`src/rtl/core/tcw_pkg.sv`:
```
// ----------------------------------------------------------------------------
// tcw_pkg
// shared types, command codes, character codes and the color palette of the
// text console writer
// ----------------------------------------------------------------------------
`default_nettype none

package tcw_pkg;

   // command codes carried in the item selector
   localparam logic [1:0] CMD_PUT   = 2'd0;
   localparam logic [1:0] CMD_CLEAR = 2'd1;
   localparam logic [1:0] CMD_READ  = 2'd2;

   // character codes
   localparam logic [7:0] SPACE_CODE     = 8'h20;
   localparam logic [7:0] NEWLINE_CODE   = 8'd10;
   localparam logic [7:0] BACKSPACE_CODE = 8'd8;
   localparam logic [7:0] NULL_CODE      = 8'd0;

   // register map: word index taken from paddr bit 2
   localparam logic       REG_COLOR_ATTR   = 1'b0;
   localparam logic [7:0] COLOR_ATTR_RESET = 8'hf0;

   // one request to the single-port text memory
   typedef struct packed {
      logic en;
      logic we;
   } mem_cmd_type;

   // 16-entry palette, 24-bit rgb
   function automatic logic [23:0] palette_rgb(input logic [3:0] idx);
      logic [23:0] rgb;
      case (idx)
         4'd0:    rgb = 24'h000000;
         4'd1:    rgb = 24'haa0000;
         4'd2:    rgb = 24'h00aa00;
         4'd3:    rgb = 24'haa5500;
         4'd4:    rgb = 24'h0000aa;
         4'd5:    rgb = 24'haa00aa;
         4'd6:    rgb = 24'h00aaaa;
         4'd7:    rgb = 24'haaaaaa;
         4'd8:    rgb = 24'h555555;
         4'd9:    rgb = 24'hff5555;
         4'd10:   rgb = 24'h55ff55;
         4'd11:   rgb = 24'hffff55;
         4'd12:   rgb = 24'h5555ff;
         4'd13:   rgb = 24'hff55ff;
         4'd14:   rgb = 24'h55ffff;
         default: rgb = 24'hffffff;
      endcase
      return rgb;
   endfunction

endpackage

`default_nettype wire

```
`src/rtl/core/tcw_csr.sv`:
```
// ----------------------------------------------------------------------------
// tcw_csr
// apb-style register port holding the color attribute
// ----------------------------------------------------------------------------
`default_nettype none

module tcw_csr
   import tcw_pkg::*;
(
   input  wire logic        clock,
   input  wire logic        reset,
   input  wire logic        csr_psel,
   input  wire logic        csr_penable,
   input  wire logic        csr_pwrite,
   input  wire logic [2:0]  csr_paddr,
   input  wire logic [31:0] csr_pwdata,
   output logic [31:0]      csr_prdata,
   output logic             csr_pready,
   output logic [7:0]       color_attr
);

   logic [7:0] color_attr_ff;
   logic [7:0] color_attr_in;
   logic       wr_hit;

   assign csr_pready = 1'b1;
   assign wr_hit     = csr_psel && csr_penable && csr_pwrite && csr_pready
                       && (csr_paddr[2] == REG_COLOR_ATTR);

   always_comb begin
      color_attr_in = color_attr_ff;
      if (wr_hit) begin
         color_attr_in = csr_pwdata[7:0];
      end
   end

   always_ff @(posedge clock) begin
      if (reset) begin
         color_attr_ff <= COLOR_ATTR_RESET;
      end else begin
         color_attr_ff <= color_attr_in;
      end
   end

   assign csr_prdata = (csr_paddr[2] == REG_COLOR_ATTR) ? {24'd0, color_attr_ff} : 32'd0;
   assign color_attr = color_attr_ff;

endmodule

`default_nettype wire

```
`config.mk`:
```
export PLATFORM = sky130hd
export DESIGN_NAME = tcw_csr
export DESIGN_NICKNAME = d
export VERILOG_FILES = /design/src/rtl/core/tcw_pkg.sv /design/src/rtl/core/tcw_csr.sv
export SDC_FILE = /design/constraint.sdc
export NUM_CORES = 1
export LEC_CHECK = 0
export ABC_AREA = 1
export BUFFER_PORTS_ARGS = -buffer_cell sky130_fd_sc_hd__buf_2
export CELL_PAD_IN_SITES_DETAIL_PLACEMENT = 2
export CELL_PAD_IN_SITES_GLOBAL_PLACEMENT = 2
export CORE_MARGIN = 2
export CORE_UTILIZATION = 13
export DETAILED_ROUTE_END_ITERATION = 6
export GPL_TIMING_DRIVEN = 0
export PLACE_DENSITY = 0.81
export SLEW_MARGIN = 5
export SYNTH_ARGS = -nofsm -noshare
export SYNTH_HDL_FRONTEND = slang
export SYNTH_SLANG_ARGS = --single-unit
```
`constraint.sdc`:
```
create_clock -name clock -period 0.8 [get_ports clock]
set_input_delay 0.04 -clock clock [delete_from_list [all_inputs] [get_ports clock]]
set_output_delay 0.04 -clock clock [all_outputs]
set_load 0.005 [all_outputs]
```
==> flow_summary.ini, run 1 <==
[power]
p_leak_nw = 0.698
peakVddDrop_mv = 0.494
powerDensity_mw_per_mm2 = 1090

[yosys]
synth.top_cell.area_share_pct = 29.1
yosysMostFrequentCell = buf_4
synthArstFlopShare_pct = 0
synth_area_leader_cell = buf_4
synth_edf_count = 0
synth_area_per_cell_um2 = 6.93
netlist_instances = 93
netlist_area_um2 = 644
ys_seq_area_share_pct = 24.9
synth_flop_cell = dfxtp_1
synth_cell_types = 14
synthTopCellsByArea = buf_4, dfxtp_1, inv_1
yosysWarnings = 0
ys_ff_latch = 8
synthTopCellsByCount = buf_4, inv_1, nand2_1, nor2_1

[placement]
numPortBuffers = 28
gp_congestion = 0.727
placed_cell_area_um2 = 955
hpwl_um = 1590

[worst_setup_path]
required_ps = 760
worstSetupPathType = flip-flop to output pin
worst_setup_path_start_kind = flip-flop
reg2reg_depth = 4
regToRegSetupSlack_ps = 20
worstReg2RegEnd = color_attr[6]$_SDFFE_PP1P_
arrival_ps = 870
worstPathMaxFanout = 2
endpoint_kind = output pin
rr_startpoint = color_attr[6]$_SDFFE_PP1P_

[worst_hold_path]
hold_start = csr_pwdata[4]
worstHoldPathType = primary input to flip-flop
hold_depth = 3
worstHoldEndpoint = color_attr[4]$_SDFFE_PP1P_

[grt]
grt-ovfl-total = 0
grt_max_degree = 11
grt_usage_pct = 7.33
antenna_found_initial = 0
grt_pass1_wl_um = 3060
grt_pass1_vias = 703

[status]
status = complete, but fails checks
violations = setup timing

[timing]
finClkSkew_ps = 0
clock.fmax_mhz = 1100
worst_slack_ps = -111
grt_setup_unrepaired = yes
finalHoldViolCount = 0
setup_violations = 11
period_share_pct = 114
report.final.slew_viol_count = 0
period_needed_ps = 911

[clock_tree]
cts_buffer_depth = 2
cts_tree = yes
clk_pin_slew_ps = 40
clock_sinks = 8
h-tree-depth = 1
ctsHoldBuffers = 0
clock_latency_ps = 220
cts_buffers = 3
root_buffer = clkbuf_8

[cells_and_area]
largest_register_ffs = 8
final_util_pct = 24.6
area_growth_syn_to_layout_pct = 81.6
regArea_um2 = 170
diodes = 0
fin_area_mm2 = 0.00117
nNetsFinal = 199
nFillCells = 606
drive_gt1_share_pct = 62.4
multiInputGateArea_um2 = 337

[floorplan]
core_region_area_mm2 = 0.00475
io_pins = 81
die_width_um = 74.4
start_util_pct = 13.6
die_area_mm2 = 0.00554
die_h_um = 74.4
rows = 25

[detailed_routing]
drcViolationCount = 0
wl_met1_um = 705
vias = 695
postRouteAntennaNets = 0
drt-wirelength-per-cell_um = 9.17
drtIter0Drc = 2
route.met3.wl_um = 118
top_layer_used = met4
routed_wl_um = 2050
first_pass_iters = 3
viasPerCell = 3.10
dr_wl_met2_um = 1190

[flow_run]
cap_violations = 0
==> how the worst max path moves through the flow <==
stage                                from                    endpoint  slack, ps  cells past startpoint
3_3_place_gp                   csr_pwrite  color_attr[4]$_SDFFE_PP1P_         80                      6
6_report       color_attr[6]$_SDFFE_PP1P_               csr_prdata[6]       -110                      3
4_1_cts        color_attr[5]$_SDFFE_PP1P_               csr_prdata[5]        -50                      3
5_1_grt        color_attr[6]$_SDFFE_PP1P_               csr_prdata[6]       -140                      3
2_1_floorplan                csr_paddr[2]  color_attr[4]$_SDFFE_PP1P_        200                      5
3_5_place_dp                   csr_pwrite  color_attr[4]$_SDFFE_PP1P_         60                      6
==> metal layers <==
layer  track usage, %  vias to the layer above
li1                 -                      347
met1             7.04                      320
met2             14.7                       26
met3            0.813                        2
met4             4.17                        0
met5                0                        -
==> per-stage QoR <==
step | hold WS (ps) | power [W] | instances | setup WS (ps) | TNS [ps]
2_1_floorplan | 166 | 0.000639 | 116 | 202 | 0
3_3_place_gp | 253 | 0.000717 | 211 | 82.6 | 0
3_5_place_dp | 262 | 0.000727 | 211 | 60.9 | 0
4_1_cts | 36.3 | 0.00124 | 222 | -51.8 | -406
5_1_grt | 50.5 | 0.00135 | 224 | -138 | -886
6_report | 30.8 | 0.00127 | 224 | -111 | -389
==> layout make-up <==
cell class | instances | area share [%]
sequential | 8 | 14.5
inverter | 16 | 5.35
buffer | 26 | 17.0
clock buffer | 3 | 3.53
tap | 67 | 7.17
timing repair buffer | 38 | 23.6
multi-input combinational | 66 | 28.8
==> worst max-delay path, stage by stage (launching register included) <==
cell and delay, ps:
dfxtp_2 340, inv_1 50, nor2_1 120, buf_2 140
==> power breakdown <==
part           switching, W  internal, W  leakage [nW]  total [W]
combinational      0.000163     0.000197         0.611   0.000360
sequential        0.0000123     0.000418        0.0652   0.000430
clock              0.000155     0.000326        0.0216   0.000481
==> timing repair <==
action	CTS	global route
endpoints found under the setup margin	8	13
resized for setup	15	20
setup buffers	8	2
pin swaps	6	8
==> placed cells by master, fill, tap and decap left out <==
cell type,synthesis,layout
dfxtp_2,0,8
nand2_2,1,3
buf_6,1,14
clkbuf_8,0,3
nor2_1,12,9
inv_4,1,1
buf_4,25,27
conb_1,2,25
nand3_1,8,6
inv_1,15,9
nor2_4,1,2
nand2_4,2,2
nor2_8,1,1
nand3_2,0,2
nand2_1,12,10
inv_2,0,6
buf_2,0,23
nor2_2,4,6
==> kinds of logic (layout without fill, tap and decap cells) <==
family | count (synthesis) | after routing | share of synthesized area (%)
flip-flops | 8 | 8 | 24.9
other | 2 | 25 | 1.17
AND/OR/NAND/NOR | 41 | 41 | 33.4
buffers and inverters | 42 | 83 | 40.6
(Power assumes the default switching activity.)
==> run 2, diff against run 1 <==
Settings changed: HOLD_SLACK_MARGIN from default to 0.15, REMOVE_ABC_BUFFERS from default to 1.
==> run 2 against run 1 <==
Effect of this change: non-clock buffer count fell by 25; the run still ends with setup timing left; global-route usage fell by 0.63 points; highest routed layer unchanged; via count fell by 14%; worst hold slack improved by 130 ps; register-to-register slack improved by 80 ps; clock power rose by 2%; routed wire length fell by 13%.
==> flow_summary.ini, run 2 (synthesized netlist as in run 1, its figures left out) <==
[status]
status = complete, but fails checks
violations = setup timing

[clock_tree]
cts_tree = yes
clk_pin_slew_ps = 40
root_buffer = clkbuf_8
cts_buffers = 3
cts_buffer_depth = 2
clock_latency_ps = 220
h-tree-depth = 1
clock_sinks = 8

[floorplan]
io_pins = 81
core_region_area_mm2 = 0.00475
start_util_pct = 13.6
die_area_mm2 = 0.00554
rows = 25
die_h_um = 74.4
die_width_um = 74.4

[worst_setup_path]
rr_startpoint = color_attr[2]$_SDFFE_PP0P_
worstPathMaxFanout = 3
crit_start = color_attr[7]$_SDFFE_PP1P_
arrival_ps = 790
worstReg2RegEnd = color_attr[2]$_SDFFE_PP0P_
worst_setup_path_start_kind = flip-flop
endpoint_kind = output pin
required_ps = 760
reg2reg_depth = 3
cp-endpoint = color_attr[7]
worstSetupPathType = flip-flop to output pin
regToRegSetupSlack_ps = 100

[cells_and_area]
multiInputGateArea_um2 = 317
area_growth_syn_to_layout_pct = 43.5
nFillCells = 606
largest_register_ffs = 8
drive_gt1_share_pct = 47.0
fin_area_um2 = 925
regArea_um2 = 170
nNetsFinal = 174
layout_common_cells = conb_1, buf_2, nand2_1
final_util_pct = 19.4
diodes = 0

[grt]
grt_pass1_vias = 597
grt_max_degree = 11
grt.met2_usage_pct = 12.1
grt-ovfl-total = 0
grt_usage_pct = 6.70
busiest_layer = met2
grt_pass1_wl_um = 2700
antenna_found_initial = 0
met1_usage_pct = 7.64
use_met3_pct = 2.85

[timing]
grt_setup_unrepaired = yes
setup_violations = 9
finClkSkew_ps = 0
setup-tns-final_ps = -152
whs_ps = 165
report.final.slew_viol_count = 0
finalHoldViolCount = 0
worst_slack_ps = -29.6
clock.fmax_mhz = 1210
period_share_pct = 104
period_needed_ps = 830

[flow_run]
cap_violations = 0

[worst_hold_path]
worstHoldPathType = primary input to flip-flop
hold_depth = 3

[detailed_routing]
first_pass_iters = 4
drtIter0Drc = 5
drt-wirelength-per-cell_um = 8.93
vias = 595
viasPerCell = 2.99
drcViolationCount = 0
routed_wl_um = 1780
postRouteAntennaNets = 0

[power]
p_leak_nw = 0.533
peakVddDrop_mv = 0.544
powerDensity_mw_per_mm2 = 1260

[placement]
gp_congestion = 0.584
numPortBuffers = 29
hpwl_um = 1370
placed_cell_area_um2 = 761
## run 2: cell type report
type / count / area share, %
Multi-Input combinational cell: 66 / 34.2
Timing Repair Buffer: 39 / 27.1
Sequential cell: 8 / 18.4
Tap cell: 67 / 9.07
Inverter: 16 / 6.77
Clock buffer: 3 / 4.47
## run 2: worst min-delay path by stage
stage / startpoint / end / slack [ps]
floorplan: csr_paddr[2] / csr_prdata[0] / 110
global placement: csr_pwdata[4] / color_attr[4]$_SDFFE_PP1P_ / 250
detailed placement: csr_pwdata[7] / color_attr[7]$_SDFFE_PP1P_ / 260
CTS: reset / color_attr[7]$_SDFFE_PP1P_ / 170
global route: reset / color_attr[7]$_SDFFE_PP1P_ / 210
finish: reset / color_attr[7]$_SDFFE_PP1P_ / 160
## run 2: per-stage QoR
step	instances	total power (W)	setup slack, ps
detailed placement	186	0.000635	-50.4
global route	199	0.00125	-90.6
CTS	203	0.00119	-53.7
global placement	186	0.000630	-40.5
floorplan	90	0.000538	242
finish	199	0.00116	-29.6
## run 2: timing repair
item                                   CTS  global route
setup buffers                            6             0
setup endpoints to repair                8            13
hold buffers                             8             0
gates resized for setup                 10             8
endpoints found under the hold margin    8             0
## run 2: report_power, final
group / switching (W) / internal, W / total [W]
sequential: 0.0000122 / 0.000418 / 0.000430
combinational: 0.000135 / 0.000107 / 0.000242
clock: 0.000162 / 0.000326 / 0.000489
## run 2: critical path: stages (launching register included)
cell and delay [ps]:
dfxtp_2 320, buf_4 120, buf_2 110
## run 2: routing by layer
layer / wire [um] / share of wire (%)
met5: 0 / 0
met4: 7 / 0.39
met3: 136 / 7.6
met2: 925 / 52
met1: 708 / 40
