[config.mk]
export PLATFORM = sky130hd
export DESIGN_NAME = tcw_ctrl
export DESIGN_NICKNAME = d
export VERILOG_FILES = /design/src/rtl/core/tcw_pkg.sv /design/src/rtl/core/tcw_ctrl.sv
export SDC_FILE = /design/constraint.sdc
export NUM_CORES = 1
export LEC_CHECK = 0
export BUFFER_PORTS_ARGS = -buffer_cell sky130_fd_sc_hd__buf_2
export CAP_MARGIN = 10
export CORE_ASPECT_RATIO = 1.1
export CORE_MARGIN = 2
export CORE_UTILIZATION = 56
export DETAILED_ROUTE_END_ITERATION = 7
export PLACE_DENSITY = 0.86
export SYNTH_ARGS = -nofsm -noshare
export SYNTH_HDL_FRONTEND = slang
export SYNTH_SLANG_ARGS = --single-unit
[constraint.sdc]
create_clock -name clock -period 5.8 [get_ports clock]
set_input_delay 1.16 -clock clock [delete_from_list [all_inputs] [get_ports clock]]
set_output_delay 1.16 -clock clock [all_outputs]
set_load 0.03 [all_outputs]
[src/rtl/core/tcw_pkg.sv]
// ----------------------------------------------------------------------------
// tcw_pkg
// shared types, command codes, character codes and the color palette of the
// text console writer
// ----------------------------------------------------------------------------
`default_nettype none

package tcw_pkg;

   // command codes carried in the item selector
   localparam logic [1:0] CMD_PUT   = 2'd0;
   localparam logic [1:0] CMD_CLEAR = 2'd1;
   localparam logic [1:0] CMD_READ  = 2'd2;

   // character codes
   localparam logic [7:0] SPACE_CODE     = 8'h20;
   localparam logic [7:0] NEWLINE_CODE   = 8'd10;
   localparam logic [7:0] BACKSPACE_CODE = 8'd8;
   localparam logic [7:0] NULL_CODE      = 8'd0;

   // register map: word index taken from paddr bit 2
   localparam logic       REG_COLOR_ATTR   = 1'b0;
   localparam logic [7:0] COLOR_ATTR_RESET = 8'hf0;

   // one request to the single-port text memory
   typedef struct packed {
      logic en;
      logic we;
   } mem_cmd_type;

   // 16-entry palette, 24-bit rgb
   function automatic logic [23:0] palette_rgb(input logic [3:0] idx);
      logic [23:0] rgb;
      case (idx)
         4'd0:    rgb = 24'h000000;
         4'd1:    rgb = 24'haa0000;
         4'd2:    rgb = 24'h00aa00;
         4'd3:    rgb = 24'haa5500;
         4'd4:    rgb = 24'h0000aa;
         4'd5:    rgb = 24'haa00aa;
         4'd6:    rgb = 24'h00aaaa;
         4'd7:    rgb = 24'haaaaaa;
         4'd8:    rgb = 24'h555555;
         4'd9:    rgb = 24'hff5555;
         4'd10:   rgb = 24'h55ff55;
         4'd11:   rgb = 24'hffff55;
         4'd12:   rgb = 24'h5555ff;
         4'd13:   rgb = 24'hff55ff;
         4'd14:   rgb = 24'h55ffff;
         default: rgb = 24'hffffff;
      endcase
      return rgb;
   endfunction

endpackage

`default_nettype wire

[src/rtl/core/tcw_ctrl.sv]
// ----------------------------------------------------------------------------
// tcw_ctrl
// command sequencer: cursor, scroll and fill sweeps over the text memory,
// result register
// ----------------------------------------------------------------------------
`default_nettype none

module tcw_ctrl
   import tcw_pkg::*;
#(
   parameter int COLS = 80,
   parameter int ROWS = 25,
   parameter int AW   = 11
) (
   input  wire logic          clock,
   input  wire logic          reset,
   input  wire logic          req_valid,
   output logic               req_ready,
   input  wire logic [1:0]    req_cmd,
   input  wire logic [7:0]    req_char_code,
   input  wire logic [10:0]   req_cell_index,
   output logic               rsp_valid,
   input  wire logic          rsp_ready,
   output logic [6:0]         rsp_cursor_col,
   output logic [4:0]         rsp_cursor_row,
   output logic               rsp_scrolled,
   output logic [7:0]         rsp_cell_char,
   output logic [23:0]        rsp_fg_rgb,
   output logic [23:0]        rsp_bg_rgb,
   input  wire logic [7:0]    color_attr,
   output mem_cmd_type        mem_cmd,
   output logic [AW-1:0]      mem_addr,
   output logic [7:0]         mem_wdata,
   input  wire logic [7:0]    mem_rdata
);

   localparam int CELLS = COLS * ROWS;
   localparam int CW    = $clog2(COLS);
   localparam int RW    = $clog2(ROWS);

   localparam logic [AW-1:0] LAST_CELL   = AW'(CELLS - 1);
   localparam logic [AW-1:0] SCROLL_LAST = AW'(CELLS - COLS - 1);
   localparam logic [AW-1:0] BOTTOM_ROW  = AW'(CELLS - COLS);
   localparam logic [CW-1:0] LAST_COL    = CW'(COLS - 1);
   localparam logic [RW-1:0] LAST_ROW    = RW'(ROWS - 1);

   localparam logic [2:0] ST_INIT    = 3'd0;
   localparam logic [2:0] ST_IDLE    = 3'd1;
   localparam logic [2:0] ST_RD_WAIT = 3'd2;
   localparam logic [2:0] ST_SCR_RD  = 3'd3;
   localparam logic [2:0] ST_SCR_WR  = 3'd4;
   localparam logic [2:0] ST_FILL    = 3'd5;
   localparam logic [2:0] ST_FINISH  = 3'd6;

   logic [2:0]    state_ff, state_in;
   logic [AW-1:0] k_ff, k_in;
   logic [CW-1:0] col_ff, col_in;
   logic [RW-1:0] row_ff, row_in;
   logic          scrolled_ff, scrolled_in;
   logic [7:0]    cell_ff, cell_in;
   logic          newline;
   logic          load;
   logic [31:0]   idx_ext;
   logic          idx_in_range;
   logic [AW-1:0] cursor_pos;

   logic          rsp_valid_ff, rsp_valid_in;
   logic [6:0]    rsp_col_ff;
   logic [4:0]    rsp_row_ff;
   logic          rsp_scrolled_ff;
   logic [7:0]    rsp_cell_ff;
   logic [23:0]   rsp_fg_ff;
   logic [23:0]   rsp_bg_ff;

   assign idx_ext      = 32'(req_cell_index);
   assign idx_in_range = idx_ext < 32'(CELLS);
   assign cursor_pos   = AW'(int'(row_ff) * COLS + int'(col_ff));
   assign req_ready    = (state_ff == ST_IDLE);
   assign load         = (state_ff == ST_FINISH) && (!rsp_valid_ff || rsp_ready);

   always_comb begin
      state_in    = state_ff;
      k_in        = k_ff;
      col_in      = col_ff;
      row_in      = row_ff;
      scrolled_in = scrolled_ff;
      cell_in     = cell_ff;
      newline     = 1'b0;
      mem_cmd     = '0;
      mem_addr    = k_ff;
      mem_wdata   = SPACE_CODE;
      case (state_ff)
         ST_INIT, ST_FILL: begin
            mem_cmd.en = 1'b1;
            mem_cmd.we = 1'b1;
            if (k_ff == LAST_CELL) begin
               k_in     = '0;
               state_in = (state_ff == ST_INIT) ? ST_IDLE : ST_FINISH;
            end else begin
               k_in = k_ff + 1'b1;
            end
         end
         ST_IDLE: begin
            if (req_valid) begin
               scrolled_in = 1'b0;
               cell_in     = 8'd0;
               state_in    = ST_FINISH;
               case (req_cmd)
                  CMD_PUT: begin
                     if (req_char_code == NULL_CODE) begin
                        state_in = ST_FINISH;
                     end else if (req_char_code == NEWLINE_CODE) begin
                        newline = 1'b1;
                     end else if (req_char_code == BACKSPACE_CODE) begin
                        if (col_ff != '0) begin
                           col_in = col_ff - 1'b1;
                        end
                     end else begin
                        mem_cmd.en = 1'b1;
                        mem_cmd.we = 1'b1;
                        mem_addr   = cursor_pos;
                        mem_wdata  = req_char_code;
                        if (col_ff == LAST_COL) begin
                           newline = 1'b1;
                        end else begin
                           col_in = col_ff + 1'b1;
                        end
                     end
                  end
                  CMD_CLEAR: begin
                     k_in     = '0;
                     state_in = ST_FILL;
                  end
                  CMD_READ: begin
                     if (idx_in_range) begin
                        mem_cmd.en = 1'b1;
                        mem_addr   = idx_ext[AW-1:0];
                        state_in   = ST_RD_WAIT;
                     end
                  end
                  default: begin
                     state_in = ST_FINISH;
                  end
               endcase
            end
         end
         ST_RD_WAIT: begin
            cell_in  = mem_rdata;
            state_in = ST_FINISH;
         end
         ST_SCR_RD: begin
            mem_cmd.en = 1'b1;
            mem_addr   = AW'(int'(k_ff) + COLS);
            state_in   = ST_SCR_WR;
         end
         ST_SCR_WR: begin
            mem_cmd.en = 1'b1;
            mem_cmd.we = 1'b1;
            mem_wdata  = mem_rdata;
            if (k_ff == SCROLL_LAST) begin
               k_in     = BOTTOM_ROW;
               state_in = ST_FILL;
            end else begin
               k_in     = k_ff + 1'b1;
               state_in = ST_SCR_RD;
            end
         end
         ST_FINISH: begin
            if (load) begin
               state_in = ST_IDLE;
            end
         end
         default: begin
            state_in = ST_IDLE;
         end
      endcase

      // cursor to the start of the next row, scrolling from the last row
      if (newline) begin
         col_in = '0;
         if (row_ff == LAST_ROW) begin
            scrolled_in = 1'b1;
            k_in        = '0;
            state_in    = ST_SCR_RD;
         end else begin
            row_in   = row_ff + 1'b1;
            state_in = ST_FINISH;
         end
      end
   end

   assign rsp_valid_in = load || (rsp_valid_ff && !rsp_ready);

   always_ff @(posedge clock) begin
      if (reset) begin
         state_ff     <= ST_INIT;
         k_ff         <= '0;
         col_ff       <= '0;
         row_ff       <= '0;
         rsp_valid_ff <= 1'b0;
      end else begin
         state_ff     <= state_in;
         k_ff         <= k_in;
         col_ff       <= col_in;
         row_ff       <= row_in;
         rsp_valid_ff <= rsp_valid_in;
      end
   end

   always_ff @(posedge clock) begin
      scrolled_ff <= scrolled_in;
      cell_ff     <= cell_in;
      if (load) begin
         rsp_col_ff      <= 7'(col_ff);
         rsp_row_ff      <= 5'(row_ff);
         rsp_scrolled_ff <= scrolled_ff;
         rsp_cell_ff     <= cell_ff;
         rsp_fg_ff       <= palette_rgb(color_attr[7:4]);
         rsp_bg_ff       <= palette_rgb(color_attr[3:0]);
      end
   end

   assign rsp_valid      = rsp_valid_ff;
   assign rsp_cursor_col = rsp_col_ff;
   assign rsp_cursor_row = rsp_row_ff;
   assign rsp_scrolled   = rsp_scrolled_ff;
   assign rsp_cell_char  = rsp_cell_ff;
   assign rsp_fg_rgb     = rsp_fg_ff;
   assign rsp_bg_rgb     = rsp_bg_ff;

   // memory writes stay inside the store
   a_wr_in_range: assert property (@(posedge clock) disable iff (reset)
      (mem_cmd.en && mem_cmd.we) |-> (32'(mem_addr) < 32'(CELLS)))
      else $error("text memory write outside the store");

   // cursor never leaves the screen
   a_cursor_range: assert property (@(posedge clock) disable iff (reset)
      (32'(col_ff) < 32'(COLS)) && (32'(row_ff) < 32'(ROWS)))
      else $error("cursor outside the screen");

   // a scroll sweep runs with the cursor parked at the start of the last row
   a_scroll_cursor: assert property (@(posedge clock) disable iff (reset)
      ((state_ff == ST_SCR_RD) || (state_ff == ST_SCR_WR))
      |-> ((row_ff == LAST_ROW) && (col_ff == '0) && scrolled_ff))
      else $error("scroll sweep with cursor off the last row");

   // a finished item is handed to the result register
   a_load_valid: assert property (@(posedge clock) disable iff (reset)
      load |=> rsp_valid_ff)
      else $error("finished item not presented");

   // no item is taken in a fill, a scroll write or the reset clearing pass
   a_no_accept_busy: assert property (@(posedge clock) disable iff (reset)
      ((state_ff == ST_INIT) || (state_ff == ST_FILL) || (state_ff == ST_SCR_WR))
      |-> !req_ready)
      else $error("item accepted during a sweep");

endmodule

`default_nettype wire

==> metrics.log <==
INFO  metric hold_depth = 0
INFO  metric port_buffers = 132
INFO  metric cts_htree_levels = 3
INFO  metric setup-violations-final = 0
INFO  metric synth_register_bits = 67
INFO  metric status = finished clean
INFO  metric tightestPinTransition = 1238 ps
INFO  metric area_of_the_core_region = 7515 sq um
INFO  metric initialDrtViolationCount = 215
INFO  metric worstPathRequired = 4640 ps
INFO  metric maxClockFrequency = 0.2144 GHz
INFO  metric syn2layout_area_growth = 14.00%
INFO  metric detail_route.wirelength.met1 = 4304 microns
INFO  metric synth-async-reset-ratio = 0
INFO  metric timing.critical_path.fanout_max = 13
INFO  metric critical-path-max-stage-delay = 900 ps
INFO  metric die_x = 88.32 microns
INFO  metric detailedPlacementHpwl = 7988 microns
INFO  metric clock_latency_reported_for_the_late_side_of_the_worst_skew_pair = 360 ps
INFO  metric initial_core_util = 0.5828
INFO  metric clock_sinks = 67
INFO  metric cts-root-buf = sky130_fd_sc_hd__clkbuf_8
INFO  metric pd_cells = 180.0 nW/um^2
INFO  metric reg2reg_slack = 3290 ps
INFO  metric yosysWarnings = 0
INFO  metric crit_path_dat = 3500 ps
INFO  metric gr-usage-all-layers = 0.2493
INFO  metric synthDominantAreaCellType = sky130_fd_sc_hd__edfxtp_1
INFO  metric maximum_number_of_pins_on_one_net_before_global_route_repair = 32
INFO  metric slew_violations = 0
INFO  metric fp.dieArea = 8544 sq um
INFO  metric maxCapViolations = 0
INFO  metric final_layout_net_count = 620
INFO  metric wl_per_cell = 15.99 microns
INFO  metric gpl.final_weighted_congestion = 0.8463
INFO  metric viasPerCell = 5.798
INFO  metric post_synth_inst_count = 464
INFO  metric floorplan.die.height = 96.75 microns
INFO  metric min_period_over_period = 0.8041
INFO  metric vias = 3844
INFO  metric highest_layer = met4
INFO  metric nFillCells = 622
INFO  metric crit_path_cell_trace = buf_2 > inv_1 > ha_1 > inv_1 > a31oi_1 > and2_1 > a32oi_1 > o211ai_1 > buf_2
INFO  metric grt_antenna_before_repair = 0
INFO  metric drcViolationCount = 0
INFO  metric clk_path_buf_depth = 2
INFO  metric worstSetupPathType = primary input to output port
INFO  metric worstHoldPathType = flop to flop
INFO  metric grt_total_ovfl = 0
INFO  metric final-seq-area = 1732 sq um
INFO  metric post_synth_main_area_contributors = sky130_fd_sc_hd__edfxtp_1 (27%), sky130_fd_sc_hd__dfxtp_1 (13%), sky130_fd_sc_hd__buf_4 (6.9%)
INFO  metric wire_length_of_the_first_global_routing_pass = 16670 microns
INFO  metric timing.slew.headroom = 0.1711
INFO  metric final_layout_size_suffix_gt1_frac = 0.3100
INFO  metric final.setup.tns = 0 ps
INFO  metric finalCriticalPeriod = 4664 ps
INFO  metric stdcell_area = 4992 sq um
INFO  metric finalHoldViolations = 0
INFO  metric postSynthNetCount = 531
INFO  metric worst_r2r_path_depth = 6
INFO  metric synthesis.area_per_instance = 9.438 sq um
INFO  metric tritoncts = built
INFO  metric setup.worst_path.end_class = output port
INFO  metric netlist_top_cells_count = sky130_fd_sc_hd__buf_4 (40), sky130_fd_sc_hd__nand2_1 (40), sky130_fd_sc_hd__edfxtp_1 (39), sky130_fd_sc_hd__nor2_1 (34), sky130_fd_sc_hd__dfxtp_1 (28)
INFO  metric rr_startpoint = state_ff[2]
INFO  metric first_global_vias = 3601
INFO  metric detail_route.first_pass.iterations = 5
INFO  metric synth_cell_types = 71
INFO  metric length_of_routed_met3_wiring = 948 microns
INFO  metric min_from = cell_ff[6]
INFO  metric hold-path-endpoint = rsp_cell_char[6]
INFO  metric wl_met2 = 5168 microns
INFO  metric antenna_violating_nets_post_route = 0
INFO  metric clock_skew = 12.94 ps
INFO  metric post_cts.resized_instances = 0
INFO  metric reg2reg_to = state_ff[2]
INFO  metric totalWireLength = 10600 microns
INFO  metric post_cts_hold_buffer_count = 0
INFO  metric total_cell_area_at_the_placement_stage = 4822 sq um
INFO  metric clkSlewWorstSetupHoldPaths = 70 ps
INFO  metric io_pins = 133
INFO  metric post-synth-top-area-fraction = 0.2674
INFO  metric synth-edff-count = 39
INFO  metric timing.critical_path.slowest_stage_cell = sky130_fd_sc_hd__a31oi_1
INFO  metric postSynth.topFlopCell = sky130_fd_sc_hd__edfxtp_1
INFO  metric vdd.ir_drop.worst = 0.1442 mV
INFO  metric postCtsSetupBuffers = 0
INFO  metric post_synth_instance_area = 4379 sq um
INFO  metric multi_input_comb_area = 2182 sq um
INFO  metric critical_path.startpoint_type = primary input
INFO  metric rsz_0062_raised_after_global_routing = no
INFO  metric yosysSeqAreaShare = 0.3954
INFO  metric placement_rows = 33
INFO  metric diodes = 0
INFO  metric leakagePower = 2.077 nW
INFO  metric numCtsBuffers = 9
==> sequential cells by signal (all words and copies together) (netlist names), 3 cells and up <==
register and flops:
rsp_cursor_col 7, row_ff 5, rsp_cell_char 8, rsp_fg_rgb 5, k_ff 11, rsp_cursor_row 5, cell_ff 8, rsp_bg_rgb 5
state_ff 3, col_ff 7
==> kinds of logic after synthesis <==
logic type,synth area share
AND/OR/NAND/NOR,0.1986
AO/OA/AOI/OAI,0.1794
buffers and inverters,0.1069
flip-flops,0.3954
adder cells (fa/ha/maj),0.07943
XOR/XNOR,0.02800
multiplexers,0.01229
==> power breakdown <==
group	switching [mW]	leakage (nW)	total [mW]	internal, mW
logic	0.0319	1.43	0.0533	0.0214
registers	0.00248	0.567	0.502	0.500
clock network	0.187	0.0827	0.343	0.156
==> worst max-delay path: cells and delay by family <==
family                     cells  cell delay (ps)
and+or+nand+nor                1              430
buffers and inverters          4              530
AOI/OAI and AO/OA              3             1130
adders and majority gates      1              260
==> area by class of cell <==
| type | count | share of cell area |
|---|---|---|
| tap | 105 | 0.02632 |
| clock inverter | 6 | 0.008521 |
| multi-input combinational | 315 | 0.4371 |
| timing repair buffer | 135 | 0.1368 |
| sequential | 67 | 0.3469 |
| inverter | 25 | 0.01880 |
| clock buffer | 10 | 0.02556 |
==> per-stage QoR <==
| stage | utilization | hold slack [ps] | power [mW] | cells | setup slack (ps) |
|---|---|---|---|---|---|
| after floorplan | - | 400.3 | 0.5388 | 464 | 1768 |
| after global placement | 0.6417 | 403.8 | 0.5635 | 647 | 1433 |
| after detailed placement | 0.6417 | 406.1 | 0.5656 | 647 | 1256 |
| after CTS | 0.6643 | 416.6 | 0.9043 | 663 | 1270 |
| after global routing | 0.6643 | 430.4 | 0.9320 | 663 | 1045 |
| final | 0.6643 | 416.8 | 0.8988 | 663 | 1136 |
==> worst max path at each step <==
stage | startpoint | end | slack, ps | cells after the start
after floorplan | row_ff[1] | mem_addr[10] | 1770 | 9
after global placement | req_cmd[1] | mem_addr[9] | 1430 | 9
after detailed placement | req_cmd[0] | mem_addr[9] | 1260 | 9
after CTS | req_cmd[1] | mem_addr[9] | 1270 | 9
after global routing | req_cmd[1] | mem_addr[9] | 1040 | 9
final | req_cmd[0] | mem_addr[9] | 1140 | 9
==> metal layers <==
layer,GRT usage,vias up
met4,0.08974,0
met5,0,-
met1,0.3140,1789
met3,0.05546,14
li1,-,1832
met2,0.4147,209
==> cells in the final DEF, fill, tap and decap left out, drive strengths merged, types with 3 or more instances in the layout <==
cell type,netlist,final
buf,49,135
nand2,42,42
edfxtp,39,39
nor2,34,34
dfxtp,28,28
inv,25,26
a21oi,25,25
ha,23,23
nand3,23,23
o21ai,19,19
and2,11,11
a22oi,11,11
clkbuf,8,10
xnor2,8,8
a22o,8,8
nand2b,8,8
a31oi,7,7
nor3,7,7
o211ai,6,6
a311oi,6,6
nor2b,6,6
xor2,6,6
nand4,6,6
a21o,4,4
and3,4,4
nor3b,4,4
mux2,3,3
fa,3,3
and4,3,3
clkinv,0,3
a211oi,3,3
No activity file was read; power rests on OpenSTA's default activity.
